[config.mk]
export PLATFORM = sky130hd
export DESIGN_NAME = cell_grid_neighbour_generator
export DESIGN_NICKNAME = d
export VERILOG_FILES = /design/src/hdl/cgn_pkg.sv /design/src/hdl/cgn_fifo.sv /design/src/hdl/cgn_config.sv /design/src/hdl/cgn_decode.sv /design/src/hdl/cgn_walker.sv /design/src/hdl/cell_grid_neighbour_generator.sv
export SDC_FILE = /design/constraint.sdc
export NUM_CORES = 1
export LEC_CHECK = 0
export ABC_CLOCK_PERIOD_IN_PS = 6860
export BUFFER_PORTS_ARGS = -buffer_cell sky130_fd_sc_hd__buf_2
export CAP_MARGIN = 0
export CORE_MARGIN = 2
export CORE_UTILIZATION = 30
export CTS_CLUSTER_DIAMETER = 30
export CTS_CLUSTER_SIZE = 8
export DETAILED_ROUTE_END_ITERATION = 10
export GPL_ROUTABILITY_DRIVEN = 0
export GPL_TIMING_DRIVEN = 0
export HOLD_SLACK_MARGIN = 0.08
export PLACE_DENSITY = 0.51
export SLEW_MARGIN = 5
export SYNTH_ARGS = -nofsm -noshare
export SYNTH_HDL_FRONTEND = slang
export SYNTH_SLANG_ARGS = --single-unit
export TNS_END_PERCENT = 20
[constraint.sdc]
create_clock -name clk -period 6.86 [get_ports clk]
set_clock_uncertainty 0.2 [all_clocks]
set_input_delay 0.343 -clock clk [delete_from_list [all_inputs] [get_ports clk]]
set_output_delay 0.343 -clock clk [all_outputs]
set_load 0.02 [all_outputs]
[src/hdl/cgn_pkg.sv]
`default_nettype none

package cgn_pkg;

  localparam int IDX_W    = 18;
  localparam int DIM_W    = 7;
  localparam int PLANE_W  = 2 * DIM_W;
  localparam int DIV_W    = PLANE_W + DIM_W;
  localparam int OUT_CW   = 6;
  localparam int PC_W     = 3;
  localparam int TC_W     = 5;
  localparam int STEP_W   = $clog2(DIM_W);
  localparam int REG_IDX_W = 2;

  localparam int MAX_CELLS_DEFAULT = 64;
  localparam logic [DIM_W-1:0] DIM_RESET = DIM_W'(64);

  localparam logic [REG_IDX_W-1:0] REG_CELLS_X = 2'd0;
  localparam logic [REG_IDX_W-1:0] REG_CELLS_Y = 2'd1;
  localparam logic [REG_IDX_W-1:0] REG_CELLS_Z = 2'd2;

  typedef logic signed [1:0] ofs_t;
  localparam ofs_t OFS_NEG  = 2'sb11;
  localparam ofs_t OFS_ZERO = 2'sb00;
  localparam ofs_t OFS_POS  = 2'sb01;

  typedef struct packed {
    logic [DIM_W-1:0]   cx;
    logic [DIM_W-1:0]   cy;
    logic [DIM_W-1:0]   cz;
    logic [PLANE_W-1:0] plane;
  } dims_t;

  typedef struct packed {
    logic             invalid;
    logic [IDX_W-1:0] idx;
    logic [DIM_W-1:0] bx;
    logic [DIM_W-1:0] by;
    logic [DIM_W-1:0] bz;
    logic [PC_W-1:0]  pc;
    logic [TC_W-1:0]  tc;
  } job_t;

  typedef struct packed {
    logic [IDX_W-1:0]  neighbour;
    logic              last;
    logic [OUT_CW-1:0] bx;
    logic [OUT_CW-1:0] by;
    logic [OUT_CW-1:0] bz;
    logic [PC_W-1:0]   pc;
    logic [TC_W-1:0]   tc;
    logic              invalid;
  } result_t;

  // A zero dimension becomes one, anything above the limit becomes the limit.
  function automatic logic [DIM_W-1:0] clamp_dim(input logic [DIM_W-1:0] v,
                                                 input int max_dim);
    if (v == '0) begin
      return DIM_W'(1);
    end else if (int'(v) > max_dim) begin
      return DIM_W'(max_dim);
    end
    return v;
  endfunction

  // Base-4 digits sum to the same residue mod 3 since 4 leaves remainder 1.
  function automatic logic [1:0] mod3(input logic [DIM_W-1:0] v);
    logic [3:0] s1;
    logic [2:0] s2;
    s1 = 4'(v[1:0]) + 4'(v[3:2]) + 4'(v[5:4]) + 4'(v[6]);
    s2 = 3'(s1[1:0]) + 3'(s1[3:2]);
    return (s2 >= 3'd3) ? 2'(s2 - 3'd3) : s2[1:0];
  endfunction

  function automatic ofs_t low_ofs(input logic [DIM_W-1:0] c);
    return (c == '0) ? OFS_ZERO : OFS_NEG;
  endfunction

endpackage

`default_nettype wire

[src/hdl/cgn_fifo.sv]
`default_nettype none

module cgn_fifo #(
  parameter int W     = 8,
  parameter int DEPTH = 2
) (
  input  wire logic         clk,
  input  wire logic         rst,
  input  wire logic         wr_en,
  input  wire logic [W-1:0] wr_data,
  output logic              full,
  input  wire logic         rd_en,
  output logic [W-1:0]      rd_data,
  output logic              empty
);

  localparam int AW = (DEPTH > 1) ? $clog2(DEPTH) : 1;

  logic [W-1:0]  mem [DEPTH];
  logic [AW-1:0] wr_ptr;
  logic [AW-1:0] rd_ptr;
  logic [AW:0]   count;

  assign full    = count == (AW + 1)'(DEPTH);
  assign empty   = count == '0;
  assign rd_data = mem[rd_ptr];

  always_ff @(posedge clk) begin
    if (wr_en) begin
      mem[wr_ptr] <= wr_data;
    end
  end

  always_ff @(posedge clk) begin
    if (rst) begin
      wr_ptr <= '0;
      rd_ptr <= '0;
      count  <= '0;
    end else begin
      if (wr_en) begin
        wr_ptr <= (wr_ptr == AW'(DEPTH - 1)) ? '0 : wr_ptr + 1'b1;
      end
      if (rd_en) begin
        rd_ptr <= (rd_ptr == AW'(DEPTH - 1)) ? '0 : rd_ptr + 1'b1;
      end
      case ({wr_en, rd_en})
        2'b10:   count <= count + 1'b1;
        2'b01:   count <= count - 1'b1;
        default: count <= count;
      endcase
    end
  end

  a_no_overflow: assert property (@(posedge clk) disable iff (rst) wr_en |-> !full)
    else $error("queue written while full");
  a_no_underflow: assert property (@(posedge clk) disable iff (rst) rd_en |-> !empty)
    else $error("queue read while empty");

endmodule

`default_nettype wire

[src/hdl/cgn_config.sv]
`default_nettype none

module cgn_config #(
  parameter int MAX_CELLS_PER_DIM = cgn_pkg::MAX_CELLS_DEFAULT
) (
  input  wire logic                            clk,
  input  wire logic                            rst,
  input  wire logic                            write_enable,
  input  wire logic [cgn_pkg::REG_IDX_W-1:0]   reg_index,
  input  wire logic [cgn_pkg::DIM_W-1:0]       write_data,
  output cgn_pkg::dims_t                       dims
);

  import cgn_pkg::*;

  localparam logic [DIM_W-1:0]   RESET_DIM   = clamp_dim(DIM_RESET, MAX_CELLS_PER_DIM);
  localparam logic [PLANE_W-1:0] RESET_PLANE = PLANE_W'(RESET_DIM) * PLANE_W'(RESET_DIM);

  logic [DIM_W-1:0] wval;

  assign wval = clamp_dim(write_data, MAX_CELLS_PER_DIM);

  // The x*y plane size is kept alongside the dimensions so the decoder
  // never multiplies.
  always_ff @(posedge clk) begin
    if (rst) begin
      dims.cx    <= RESET_DIM;
      dims.cy    <= RESET_DIM;
      dims.cz    <= RESET_DIM;
      dims.plane <= RESET_PLANE;
    end else if (write_enable) begin
      case (reg_index)
        REG_CELLS_X: begin
          dims.cx    <= wval;
          dims.plane <= PLANE_W'(wval) * PLANE_W'(dims.cy);
        end
        REG_CELLS_Y: begin
          dims.cy    <= wval;
          dims.plane <= PLANE_W'(dims.cx) * PLANE_W'(wval);
        end
        REG_CELLS_Z: begin
          dims.cz <= wval;
        end
        default: begin
        end
      endcase
    end
  end

endmodule

`default_nettype wire

[src/hdl/cgn_decode.sv]
`default_nettype none

module cgn_decode (
  input  wire logic                         clk,
  input  wire logic                         rst,
  input  wire cgn_pkg::dims_t               dims,
  input  wire logic                         push,
  output logic                              full,
  input  wire logic [cgn_pkg::IDX_W-1:0]    cell_index,
  output logic                              job_push,
  output cgn_pkg::job_t                     job_wdata,
  input  wire logic                         job_full
);

  import cgn_pkg::*;

  typedef enum logic [1:0] {
    S_IDLE,
    S_DIV_Z,
    S_DIV_Y,
    S_EMIT
  } state_t;

  localparam logic [STEP_W-1:0] STEP_TOP = STEP_W'(DIM_W - 1);

  state_t            state;
  logic              slot_valid;
  logic [IDX_W-1:0]  slot_idx;
  logic              take;
  logic              over;
  logic              z_over;
  logic [IDX_W-1:0]  rem;
  logic [IDX_W-1:0]  rem_next;
  logic [DIM_W-1:0]  quo;
  logic [DIM_W-1:0]  quo_next;
  logic [STEP_W-1:0] step;
  logic [DIV_W-1:0]  divisor;
  logic              ge;
  job_t              base;
  job_t              base_next;

  assign take     = (state == S_IDLE) && slot_valid;
  assign full     = slot_valid && !take;
  assign job_push = (state == S_EMIT) && !job_full;

  // Anything at or past 2**DIM_W planes would give a z quotient wider than a
  // dimension register, so it is rejected before dividing.
  assign over = {{(DIV_W - IDX_W){1'b0}}, slot_idx} >= (DIV_W'(dims.plane) << DIM_W);

  // One restoring-division step per clock: first idx / plane, then rem / cx.
  assign divisor  = (state == S_DIV_Z) ? (DIV_W'(dims.plane) << step)
                                       : (DIV_W'(dims.cx) << step);
  assign ge       = {{(DIV_W - IDX_W){1'b0}}, rem} >= divisor;
  assign rem_next = ge ? rem - divisor[IDX_W-1:0] : rem;
  assign quo_next = {quo[DIM_W-2:0], ge};
  assign z_over   = quo_next >= dims.cz;

  always_comb begin
    base_next = base;
    case (state)
      S_IDLE: begin
        base_next = '0;
        if (over) begin
          base_next.invalid = 1'b1;
        end else begin
          base_next.idx = slot_idx;
        end
      end
      S_DIV_Z: begin
        if (z_over) begin
          base_next         = '0;
          base_next.invalid = 1'b1;
        end else begin
          base_next.bz = quo_next;
        end
      end
      S_DIV_Y: begin
        base_next.by = quo_next;
        base_next.bx = rem_next[DIM_W-1:0];
      end
      default: begin
      end
    endcase
  end

  always_comb begin
    job_wdata    = base;
    job_wdata.pc = {base.bz[0], base.by[0], base.bx[0]};
    job_wdata.tc = TC_W'(mod3(base.bx))
                 + TC_W'(mod3(base.by)) * TC_W'(3)
                 + TC_W'(mod3(base.bz)) * TC_W'(9);
  end

  always_ff @(posedge clk) begin
    if (rst) begin
      state      <= S_IDLE;
      slot_valid <= 1'b0;
    end else begin
      if (push && !full) begin
        slot_valid <= 1'b1;
        slot_idx   <= cell_index;
      end else if (take) begin
        slot_valid <= 1'b0;
      end

      case (state)
        S_IDLE: begin
          if (slot_valid) begin
            rem  <= slot_idx;
            quo  <= '0;
            step <= STEP_TOP;
            base <= base_next;
            if (over) begin
              state <= S_EMIT;
            end else begin
              state <= S_DIV_Z;
            end
          end
        end
        S_DIV_Z: begin
          rem <= rem_next;
          if (step == '0) begin
            quo  <= '0;
            step <= STEP_TOP;
            base <= base_next;
            if (z_over) begin
              state <= S_EMIT;
            end else begin
              state <= S_DIV_Y;
            end
          end else begin
            quo  <= quo_next;
            step <= step - 1'b1;
          end
        end
        S_DIV_Y: begin
          rem  <= rem_next;
          quo  <= quo_next;
          step <= step - 1'b1;
          if (step == '0) begin
            base  <= base_next;
            state <= S_EMIT;
          end
        end
        S_EMIT: begin
          if (!job_full) begin
            state <= S_IDLE;
          end
        end
        default: state <= S_IDLE;
      endcase
    end
  end

  a_coords_in_grid: assert property (@(posedge clk) disable iff (rst)
    job_push && !job_wdata.invalid |->
      job_wdata.bx < dims.cx && job_wdata.by < dims.cy && job_wdata.bz < dims.cz)
    else $error("decoded coordinates outside the grid");

endmodule

`default_nettype wire

[src/hdl/cgn_walker.sv]
`default_nettype none

module cgn_walker (
  input  wire logic       clk,
  input  wire logic       rst,
  input  wire cgn_pkg::dims_t dims,
  input  wire logic       job_empty,
  input  wire cgn_pkg::job_t job_rdata,
  output logic            job_pop,
  input  wire logic       out_full,
  output logic            out_push,
  output cgn_pkg::result_t out_wdata
);

  import cgn_pkg::*;

  logic             active;
  job_t             job;
  ofs_t             dx;
  ofs_t             dy;
  ofs_t             dz;
  ofs_t             dx_hi;
  ofs_t             dy_hi;
  ofs_t             dz_hi;
  logic             last;
  logic [IDX_W-1:0] zoff;
  logic [IDX_W-1:0] yoff;
  logic [IDX_W-1:0] neighbour;

  // The walk runs only over offsets that stay inside the grid, so every
  // clock with room downstream produces one beat while a job is active.
  assign dx_hi = ({1'b0, job.bx} + 1'b1 == {1'b0, dims.cx}) ? OFS_ZERO : OFS_POS;
  assign dy_hi = ({1'b0, job.by} + 1'b1 == {1'b0, dims.cy}) ? OFS_ZERO : OFS_POS;
  assign dz_hi = ({1'b0, job.bz} + 1'b1 == {1'b0, dims.cz}) ? OFS_ZERO : OFS_POS;

  assign last     = job.invalid || (dx == dx_hi && dy == dy_hi && dz == dz_hi);
  assign out_push = active && !out_full;
  assign job_pop  = !job_empty && (!active || (out_push && last));

  always_comb begin
    case (dz)
      OFS_POS: zoff = IDX_W'(dims.plane);
      OFS_NEG: zoff = '0 - IDX_W'(dims.plane);
      default: zoff = '0;
    endcase
    case (dy)
      OFS_POS: yoff = IDX_W'(dims.cx);
      OFS_NEG: yoff = '0 - IDX_W'(dims.cx);
      default: yoff = '0;
    endcase
    // Modular 18-bit sum: the true neighbour number is non-negative.
    neighbour = job.idx + zoff + yoff + IDX_W'(dx);
  end

  always_comb begin
    out_wdata.neighbour = job.invalid ? '0 : neighbour;
    out_wdata.last      = last;
    out_wdata.bx        = job.bx[OUT_CW-1:0];
    out_wdata.by        = job.by[OUT_CW-1:0];
    out_wdata.bz        = job.bz[OUT_CW-1:0];
    out_wdata.pc        = job.pc;
    out_wdata.tc        = job.tc;
    out_wdata.invalid   = job.invalid;
  end

  always_ff @(posedge clk) begin
    if (rst) begin
      active <= 1'b0;
    end else if (job_pop) begin
      active <= 1'b1;
      job    <= job_rdata;
      dx     <= low_ofs(job_rdata.bx);
      dy     <= low_ofs(job_rdata.by);
      dz     <= low_ofs(job_rdata.bz);
    end else if (out_push) begin
      if (last) begin
        active <= 1'b0;
      end else if (dx != dx_hi) begin
        dx <= dx + OFS_POS;
      end else begin
        dx <= low_ofs(job.bx);
        if (dy != dy_hi) begin
          dy <= dy + OFS_POS;
        end else begin
          dy <= low_ofs(job.by);
          dz <= dz + OFS_POS;
        end
      end
    end
  end

  a_offsets_in_range: assert property (@(posedge clk) disable iff (rst)
    active && !job.invalid |-> dx != 2'b10 && dy != 2'b10 && dz != 2'b10)
    else $error("neighbour offset out of range");
  a_walk_continues: assert property (@(posedge clk) disable iff (rst)
    out_push && !last |=> active)
    else $error("walk stopped before the final neighbour");

endmodule

`default_nettype wire

[src/hdl/cell_grid_neighbour_generator.sv]
`default_nettype none

// Linked-cell neighbour generator. Push a linear cell number and pop one beat
// per in-grid neighbour of its 3x3x3 block (z outer, x inner, the final beat
// flagged by last), or a single beat with invalid set when the number is not
// inside the grid. The decoder splits the number into x, y and z with a
// shared restoring divider, one quotient bit per clock, and the neighbour
// walker emits one beat per clock while the output queue has room. The two
// overlap through a two-entry job queue, so the decoder can take the next
// cell while the walker still emits beats of earlier ones; a valid cell
// gives 1 to 27 beats (8 to 27 when every dimension is at least two).
// Dimension writes of 0 are stored as 1 and values above MAX_CELLS_PER_DIM
// are stored as that limit; write them only while idle.

module cell_grid_neighbour_generator #(
  parameter int MAX_CELLS_PER_DIM = cgn_pkg::MAX_CELLS_DEFAULT
) (
  input  wire logic                              clk,
  input  wire logic                              rst,
  input  wire logic                              push,
  output logic                                   full,
  input  wire logic [cgn_pkg::IDX_W-1:0]         cell_index,
  output logic                                   empty,
  input  wire logic                              pop,
  output logic [cgn_pkg::IDX_W-1:0]              neighbour_cell,
  output logic                                   last,
  output logic [cgn_pkg::OUT_CW-1:0]             base_x,
  output logic [cgn_pkg::OUT_CW-1:0]             base_y,
  output logic [cgn_pkg::OUT_CW-1:0]             base_z,
  output logic [cgn_pkg::PC_W-1:0]               parity_color,
  output logic [cgn_pkg::TC_W-1:0]               triple_color,
  output logic                                   invalid,
  input  wire logic                              write_enable,
  input  wire logic [cgn_pkg::REG_IDX_W-1:0]     reg_index,
  input  wire logic [cgn_pkg::DIM_W-1:0]         write_data
);

  import cgn_pkg::*;

  localparam int JOB_DEPTH = 2;
  localparam int OUT_DEPTH = 2;

  dims_t   dims;
  logic    job_push;
  job_t    job_wdata;
  logic    job_full;
  logic    job_pop;
  job_t    job_rdata;
  logic    job_empty;
  logic    out_push;
  result_t out_wdata;
  logic    out_full;
  result_t out_rdata;

  cgn_config #(
    .MAX_CELLS_PER_DIM(MAX_CELLS_PER_DIM)
  ) u_config (
    .clk         (clk),
    .rst         (rst),
    .write_enable(write_enable),
    .reg_index   (reg_index),
    .write_data  (write_data),
    .dims        (dims)
  );

  cgn_decode u_decode (
    .clk       (clk),
    .rst       (rst),
    .dims      (dims),
    .push      (push),
    .full      (full),
    .cell_index(cell_index),
    .job_push  (job_push),
    .job_wdata (job_wdata),
    .job_full  (job_full)
  );

  cgn_fifo #(
    .W    ($bits(job_t)),
    .DEPTH(JOB_DEPTH)
  ) u_job_queue (
    .clk    (clk),
    .rst    (rst),
    .wr_en  (job_push),
    .wr_data(job_wdata),
    .full   (job_full),
    .rd_en  (job_pop),
    .rd_data(job_rdata),
    .empty  (job_empty)
  );

  cgn_walker u_walker (
    .clk      (clk),
    .rst      (rst),
    .dims     (dims),
    .job_empty(job_empty),
    .job_rdata(job_rdata),
    .job_pop  (job_pop),
    .out_full (out_full),
    .out_push (out_push),
    .out_wdata(out_wdata)
  );

  cgn_fifo #(
    .W    ($bits(result_t)),
    .DEPTH(OUT_DEPTH)
  ) u_out_queue (
    .clk    (clk),
    .rst    (rst),
    .wr_en  (out_push),
    .wr_data(out_wdata),
    .full   (out_full),
    .rd_en  (pop && !empty),
    .rd_data(out_rdata),
    .empty  (empty)
  );

  assign neighbour_cell = out_rdata.neighbour;
  assign last           = out_rdata.last;
  assign base_x         = out_rdata.bx;
  assign base_y         = out_rdata.by;
  assign base_z         = out_rdata.bz;
  assign parity_color   = out_rdata.pc;
  assign triple_color   = out_rdata.tc;
  assign invalid        = out_rdata.invalid;

endmodule

`default_nettype wire
==> results of run 1 <==
## how the worst max path moves through the flow
stage / from / end / slack, ns / cells past startpoint
6_report: u_decode.state[1] / u_decode.job_wdata[41] / 0.37 / 25
5_1_grt: u_decode.state[1] / u_decode.job_wdata[41] / 0.07 / 27
4_1_cts: u_decode.state[1] / u_decode.job_wdata[41] / 0.09 / 27
3_5_place_dp: u_decode.state[1] / u_decode.job_wdata[21] / -0.53 / 27
3_3_place_gp: u_decode.state[1] / u_decode.job_wdata[45] / -0.80 / 27
2_1_floorplan: u_decode.step[0] / u_decode.job_wdata[29] / 0.82 / 25
## state kept, by name, indices dropped and copies added, names as in the netlist, named ones only
name / flops
u_config.dims: 35
u_decode.job_wdata: 40
u_decode.quo: 6
u_decode.rem: 18
u_decode.slot_idx: 18
u_decode.slot_valid: 1
u_decode.state: 2
u_decode.step: 3
u_job_queue.count: 2
u_job_queue.mem: 90
u_job_queue.rd_ptr: 1
u_job_queue.wr_ptr: 1
u_out_queue.count: 2
u_out_queue.mem: 86
u_out_queue.rd_ptr: 1
u_out_queue.wr_ptr: 1
u_walker.active: 1
u_walker.dx: 2
u_walker.dy: 2
u_walker.dz: 2
u_walker.job: 21
u_walker.out_wdata: 24
## area by class of cell
cell class | instances | area share (%)
buffer | 86 | 1.31
sequential | 361 | 38.1
inverter | 199 | 2.78
clock buffer | 96 | 7.91
timing repair buffer | 114 | 2.96
clock inverter | 52 | 1.95
tap | 969 | 4.47
multi-input combinational | 1322 | 40.5
## power breakdown
part | internal (W) | switching (W) | total (W)
Combinational | 0.00275 | 0.00405 | 0.00680
Clock | 0.00253 | 0.00122 | 0.00374
Sequential | 0.00351 | 0.000260 | 0.00377
## what timing repair did
action	4_1_cts	5_1_grt
gates resized for setup	6	10
setup buffers	0	6
endpoints found under the setup margin	41	34
hold buffers	23	0
endpoints found under the hold margin	35	0
cloned	0	0
## metal layers
| metal | vias to the layer above | share of wire, % | routed length (microns) |
|---|---|---|---|
| met5 | - | 0 | 0 |
| met4 | 0 | 2.2 | 1270 |
| met3 | 80 | 4.9 | 2850 |
| met2 | 406 | 45 | 26000 |
| met1 | 7411 | 48 | 27900 |
| li1 | 7353 | - | - |
## placed cells by master (no fill, tap or decap), types with 63 or more instances in the layout
cell type and n:
sky130_fd_sc_hd__edfxtp_1 312, sky130_fd_sc_hd__inv_1 197, sky130_fd_sc_hd__ha_1 152, sky130_fd_sc_hd__nand2_1 139, sky130_fd_sc_hd__and2_1 108, sky130_fd_sc_hd__nor2_1 100
sky130_fd_sc_hd__a21oi_1 99, sky130_fd_sc_hd__mux2_2 99, sky130_fd_sc_hd__fa_1 96, sky130_fd_sc_hd__buf_2 84, sky130_fd_sc_hd__clkbuf_16 83, sky130_fd_sc_hd__clkbuf_1 74
sky130_fd_sc_hd__o21ai_0 63
## stage by stage
stage	utilization, %	instances	power, W
6_report	36.6	3199	0.0143
5_1_grt	36.6	3199	0.0154
3_3_place_gp	32.3	3017	0.0102
3_5_place_dp	32.6	3024	0.0105
4_1_cts	36.5	3193	0.0144
2_1_floorplan	-	1970	0.00870
## cell families after synthesis
family / after synthesis / synth area share, %
XOR/XNOR: 85 / 3.36
flip-flops: 361 / 46.2
multiplexers: 130 / 6.78
adder cells (fa/ha/maj): 250 / 17.2
AND/OR/NAND/NOR: 531 / 12.1
AO/OA/AOI/OAI: 326 / 9.36
buffers and inverters: 287 / 4.94
## critical path, delay by kind of cell (launching register included)
family	cells	cell delay, ns
simple gates	6	1.27
mux	1	0.20
fa+ha+maj	3	1.00
buf+inv	6	1.43
flops	1	0.34
compound gates	9	1.75
==> flow_metrics.py, run 1 <==
metrics = {
    "status": {
        "outcome": "complete, no violations",
    },
    "logic_synthesis": {
        "biggest_area_consumer_among_synthesized_cells": "sky130_fd_sc_hd__edfxtp_1",
        "post-synth-top-count-cell": "sky130_fd_sc_hd__edfxtp_1",
        "ys_seq_area_share_pct": 46.2,
        "postSynthNetCount": 2251,
        "synth_enable_flop_cells": 312,
        "ys_async_sr_fraction_pct": 0,
        "ys.warnings.count": 0,
        "post_synth_instance_area_sq_um": 22400,
        "netlist.area_leader.share_pct": 41.9,
        "synth.lib_cells_used.distinct": 81,
        "top_post_synthesis_cells_by_area": "sky130_fd_sc_hd__edfxtp_1 42%, sky130_fd_sc_hd__fa_1 8.6%, sky130_fd_sc_hd__ha_1 8.6%",
        "yosys_register_bits": 361,
        "post_synth_inst_count": 1970,
        "postSynth.topFlopCell": "sky130_fd_sc_hd__edfxtp_1",
        "postSynthAreaPerCell_sq_um": 11.4,
        "synthTopCellsByCount": "312 x sky130_fd_sc_hd__edfxtp_1, 198 x sky130_fd_sc_hd__inv_1, 153 x sky130_fd_sc_hd__ha_1, 139 x sky130_fd_sc_hd__nand2_1, 108 x sky130_fd_sc_hd__and2_1",
    },
    "timing": {
        "rsz0062_at_grt": "false",
        "fmax_ghz": 0.154,
        "timing_max_transition_violations_final": 0,
        "finalHoldViolCount": 0,
        "setup_ws_ns": 0.370,
        "fin_setup_tns_ns": 0,
        "setup_viol_count_final": 0,
        "timing.final.crit_share_pct": 94.6,
        "final.hold.worst_slack_ns": 0.224,
        "timing_worst_slew_pin_value_ns": 1.25,
        "finalWorstPathRequiredPeriod_ns": 6.49,
        "max-slew-margin-rel_pct": 16.7,
    },
    "layout": {
        "final_design_area_no_fill_sq_um": 27100,
        "multi_input_comb_area_sq_um": 11000,
        "num_antenna_cells": 0,
        "area.growth.synth_to_final_pct": 21.2,
        "n_fill_cell": 7261,
        "drive_above_1_share_pct": 17.0,
        "design.final.nets": 2446,
        "ff_latch_area_sq_um": 10300,
    },
    "power": {
        "p_leak_nw": 10.9,
        "power_density_nw_per_um2": 527,
        "ir_drop_mv": 0.874,
    },
    "die": {
        "fp.dieW_microns": 277,
        "floorplan.die_area_sq_um": 76800,
        "initial_utilization_pct": 30.2,
        "coreArea_sq_um": 74200,
        "die-height_microns": 277,
        "design.portCount": 80,
        "floorplan.rows": 100,
    },
    "worst_hold_path": {
        "hold_path_depth": 5,
        "min-delay-start": "write_data[0]",
        "hold_end": "u_config.dims[0]",
        "min-delay-path-class": "in -> reg",
    },
    "worst_setup_path": {
        "r2r_cells": 25,
        "path_class": "reg -> reg",
        "worst_r2r_startpoint": "u_decode.state[1]",
        "worst-r2r-setup-slack_ns": 0.37,
        "critical_path.max_fanout": 14,
        "worst_path_largest_cell_delay_ns": 0.44,
        "timing.critical_path.mode_cell": "sky130_fd_sc_hd__a21o_1",
        "worst_r2r_endpoint": "u_decode.job_wdata[41]",
        "slowest_stage_cell_cp": "sky130_fd_sc_hd__clkbuf_1",
        "critPathLaunchType": "register",
        "worst-endpoint-required_ns": 7.01,
        "arrival_ns": 6.64,
        "critical_path.endpoint_type": "register",
    },
    "route": {
        "routed_wl_microns": 58000,
        "dr_total_vias": 15300,
        "drtAntennaViolNets": 0,
        "length_of_the_first_detailed_routing_pass_in_iterations": 5,
        "drc_errors_left": 0,
        "drt_iter0_drc": 1063,
        "routedWlPerCell_microns": 18.1,
        "route.detailed.vias_per_inst": 4.77,
    },
    "cts": {
        "tritoncts": "built",
        "master_cell_of_the_clock_root_buffer": "sky130_fd_sc_hd__clkbuf_16",
        "cts.sink_count": 361,
        "insertion_delay_ns": 0.60,
        "cts_buffer_depth": 3,
        "clock_slew_seen_by_the_registers_of_the_worst_setup_and_hold_paths_ns": 0.05,
        "total_number_of_h_tree_levels": 3,
        "tritoncts.num_buffers": 81,
    },
    "grt": {
        "number_of_antenna_violations_at_the_first_check_in_global_routing": 0,
        "grtUsageMet2_pct": 23.9,
        "grt_pass1_wl_microns": 90200,
        "met3_usage_pct": 2.67,
        "grt_pass1_vias": 15400,
        "grt.met1_usage_pct": 21.3,
        "grt_overflow": 0,
        "grt_use_total_pct": 15.1,
        "grt.busiest_layer": "met2",
        "grt_max_degree": 32,
    },
    "place": {
        "port_buffers": 78,
        "dpl_worst_slack_ns": -0.533,
        "placement.cell_area_sq_um": 24200,
        "hpwlAfterDp_microns": 44900,
    },
    "flow_run": {
        "drv.max_cap_violation_count": 0,
    },
}
(Power assumes the default switching activity.)
==> run 2, diff against run 1 <==
- ABC_CLOCK_PERIOD_IN_PS: 6860 -> 5490
- CORE_UTILIZATION: 30 -> 49
- CTS_CLUSTER_SIZE: 8 -> 20
- PLACE_DENSITY: 0.51 -> 0.74
- clock period: 6.86 -> 5.49 ns (I/O delays scaled with it)
==> flow_metrics.py, run 2 (same netlist as run 1, synthesis figures left out) <==
metrics = {
    "status": {
        "outcome": "complete, no violations",
    },
    "worst_setup_path": {
        "critPathLaunchType": "register",
        "worst_path_largest_cell_delay_ns": 0.47,
        "critical_path.endpoint_type": "register",
        "arrival_ns": 5.60,
        "timing.critical_path.mode_cell": "sky130_fd_sc_hd__a21o_1",
        "worst_r2r_endpoint": "u_decode.job_wdata[41]",
        "endpoint": "u_decode.job_wdata[41]",
        "path_class": "reg -> reg",
        "worst_r2r_startpoint": "u_decode.step[0]",
        "critical_path.max_fanout": 19,
        "worst-r2r-setup-slack_ns": 0.004,
        "r2r_cells": 25,
        "startpoint": "u_decode.step[0]",
        "worst-endpoint-required_ns": 5.61,
        "slowest_stage_cell_cp": "sky130_fd_sc_hd__mux4_2",
    },
    "layout": {
        "mostFrequentLayoutCell": "sky130_fd_sc_hd__edfxtp_1",
        "drive_above_1_share_pct": 19.6,
        "area.growth.synth_to_final_pct": 19.8,
        "design.final.nets": 2450,
        "largest-register": "u_job_queue.mem",
        "final_design_area_no_fill_sq_um": 26800,
        "num_antenna_cells": 0,
        "number_of_flip_flops_in_the_largest_register": 90,
        "mostFrequentLayoutCells": "312 x sky130_fd_sc_hd__edfxtp_1, 195 x sky130_fd_sc_hd__inv_1, 146 x sky130_fd_sc_hd__ha_1",
    },
    "route": {
        "routedWlPerCell_microns": 19.8,
        "routed_wl_microns": 55900,
        "dr_total_vias": 15900,
        "drtAntennaViolNets": 0,
        "length_of_the_first_detailed_routing_pass_in_iterations": 6,
        "drc_errors_left": 0,
        "drt_iter0_drc": 1676,
        "route.detailed.vias_per_inst": 5.63,
    },
    "die": {
        "design.portCount": 80,
        "fp.dieW_microns": 218,
        "die-height_microns": 218,
        "initial_utilization_pct": 49.5,
        "floorplan.rows": 78,
        "coreArea_sq_um": 45200,
        "floorplan.die_area_sq_um": 47400,
    },
    "power": {
        "total_power_w": 0.0180,
        "ir_drop_mv": 1.44,
        "power_density_nw_per_um2": 671,
        "p_leak_nw": 10.9,
    },
    "timing": {
        "max-slew-margin-rel_pct": 20.0,
        "setup_viol_count_final": 0,
        "setup_ws_ns": 0.00415,
        "timing_worst_slew_pin_value_ns": 1.20,
        "rsz0062_at_grt": "true",
        "timing.final.crit_share_pct": 99.9,
        "timing_max_transition_violations_final": 0,
        "fmax_ghz": 0.182,
        "finalWorstPathRequiredPeriod_ns": 5.49,
        "finalHoldViolCount": 0,
    },
    "cts": {
        "insertion_delay_ns": 0.57,
        "master_cell_of_the_clock_root_buffer": "sky130_fd_sc_hd__clkbuf_16",
        "clock_slew_seen_by_the_registers_of_the_worst_setup_and_hold_paths_ns": 0.05,
        "tritoncts.num_buffers": 70,
        "tritoncts": "built",
        "cts.sink_count": 361,
        "total_number_of_h_tree_levels": 3,
        "cts_buffer_depth": 3,
    },
    "worst_hold_path": {
        "min-delay-path-class": "in -> reg",
    },
    "place": {
        "hpwlAfterDp_microns": 40500,
        "port_buffers": 78,
        "placement.cell_area_sq_um": 23700,
        "dpl_worst_slack_ns": -1.30,
    },
    "grt": {
        "grt_use_total_pct": 23.5,
        "grt_overflow": 0,
        "grt_max_degree": 30,
        "grt_pass1_vias": 16000,
        "grt_pass1_wl_microns": 86400,
        "number_of_antenna_violations_at_the_first_check_in_global_routing": 0,
    },
    "flow_run": {
        "drv.max_cap_violation_count": 0,
    },
}
==> run 2: layer usage <==
metal / global-route usage, % / vias up / routed length, microns
li1: - / 7358 / -
met1: 31.3 / 7684 / 23600
met2: 38.2 / 706 / 26000
met3: 4.00 / 163 / 3890
met4: 9.79 / 0 / 2290
met5: 0 / - / 0
==> run 2: worst min path at each step <==
stage	startpoint	to	slack, ns	depth (start not counted)
after floorplan	cell_index[0]	u_decode.slot_idx[0]	0.17	0
after global placement	u_decode.job_wdata[33]	u_job_queue.mem[0][33]	0.23	0
after detailed placement	u_decode.job_wdata[32]	u_job_queue.mem[0][32]	0.23	0
after CTS	write_enable	u_config.dims[1]	0.11	5
after global routing	write_enable	u_config.dims[1]	0.17	5
final	write_enable	u_config.dims[1]	0.13	5
==> run 2: layout make-up <==
class	count	area, sq um
clock inverter	50	490
buffer	83	393
sequential	361	10400
tap	600	751
inverter	199	753
fill	3475	18400
clock buffer	78	1880
multi-input combinational	1322	11200
timing repair buffer	132	962
==> run 2: through the flow <==
step | hold WS (ns) | utilization [%] | std cells | TNS (ns)
after global placement | 0.225 | 52.1 | 2648 | -63.47
final | 0.127 | 59.3 | 2825 | 0
after floorplan | 0.173 | - | 1970 | 0
after global routing | 0.173 | 59.3 | 2825 | -2.30
after detailed placement | 0.231 | 52.4 | 2654 | -53.85
after CTS | 0.110 | 58.7 | 2813 | -0.0105
==> run 2: what timing repair did <==
item / in CTS / in global routing
buffers inserted: 11 / 15
hold buffers: 22 / 0
setup endpoints to repair: 59 / 59
pin swaps: 8 / 17
gates cloned: 0 / 1
hold endpoints to repair: 34 / 0
resized for setup: 43 / 52
==> run 2: critical path, delay by kind of cell, from the launching register on <==
family          cells  cell delay (ns)
fa+ha+maj           2             0.50
mux                 2             0.68
flops               1             0.41
buf+inv             4             0.57
compound gates     12             2.01
simple gates        5             0.86
==> run 2: report_power, final <==
part | total, W | switching, W | internal, W
logic | 0.00906 | 0.00537 | 0.00369
registers | 0.00472 | 0.000337 | 0.00438
clock network | 0.00422 | 0.00155 | 0.00267
total | 0.0180 | 0.00725 | 0.0107
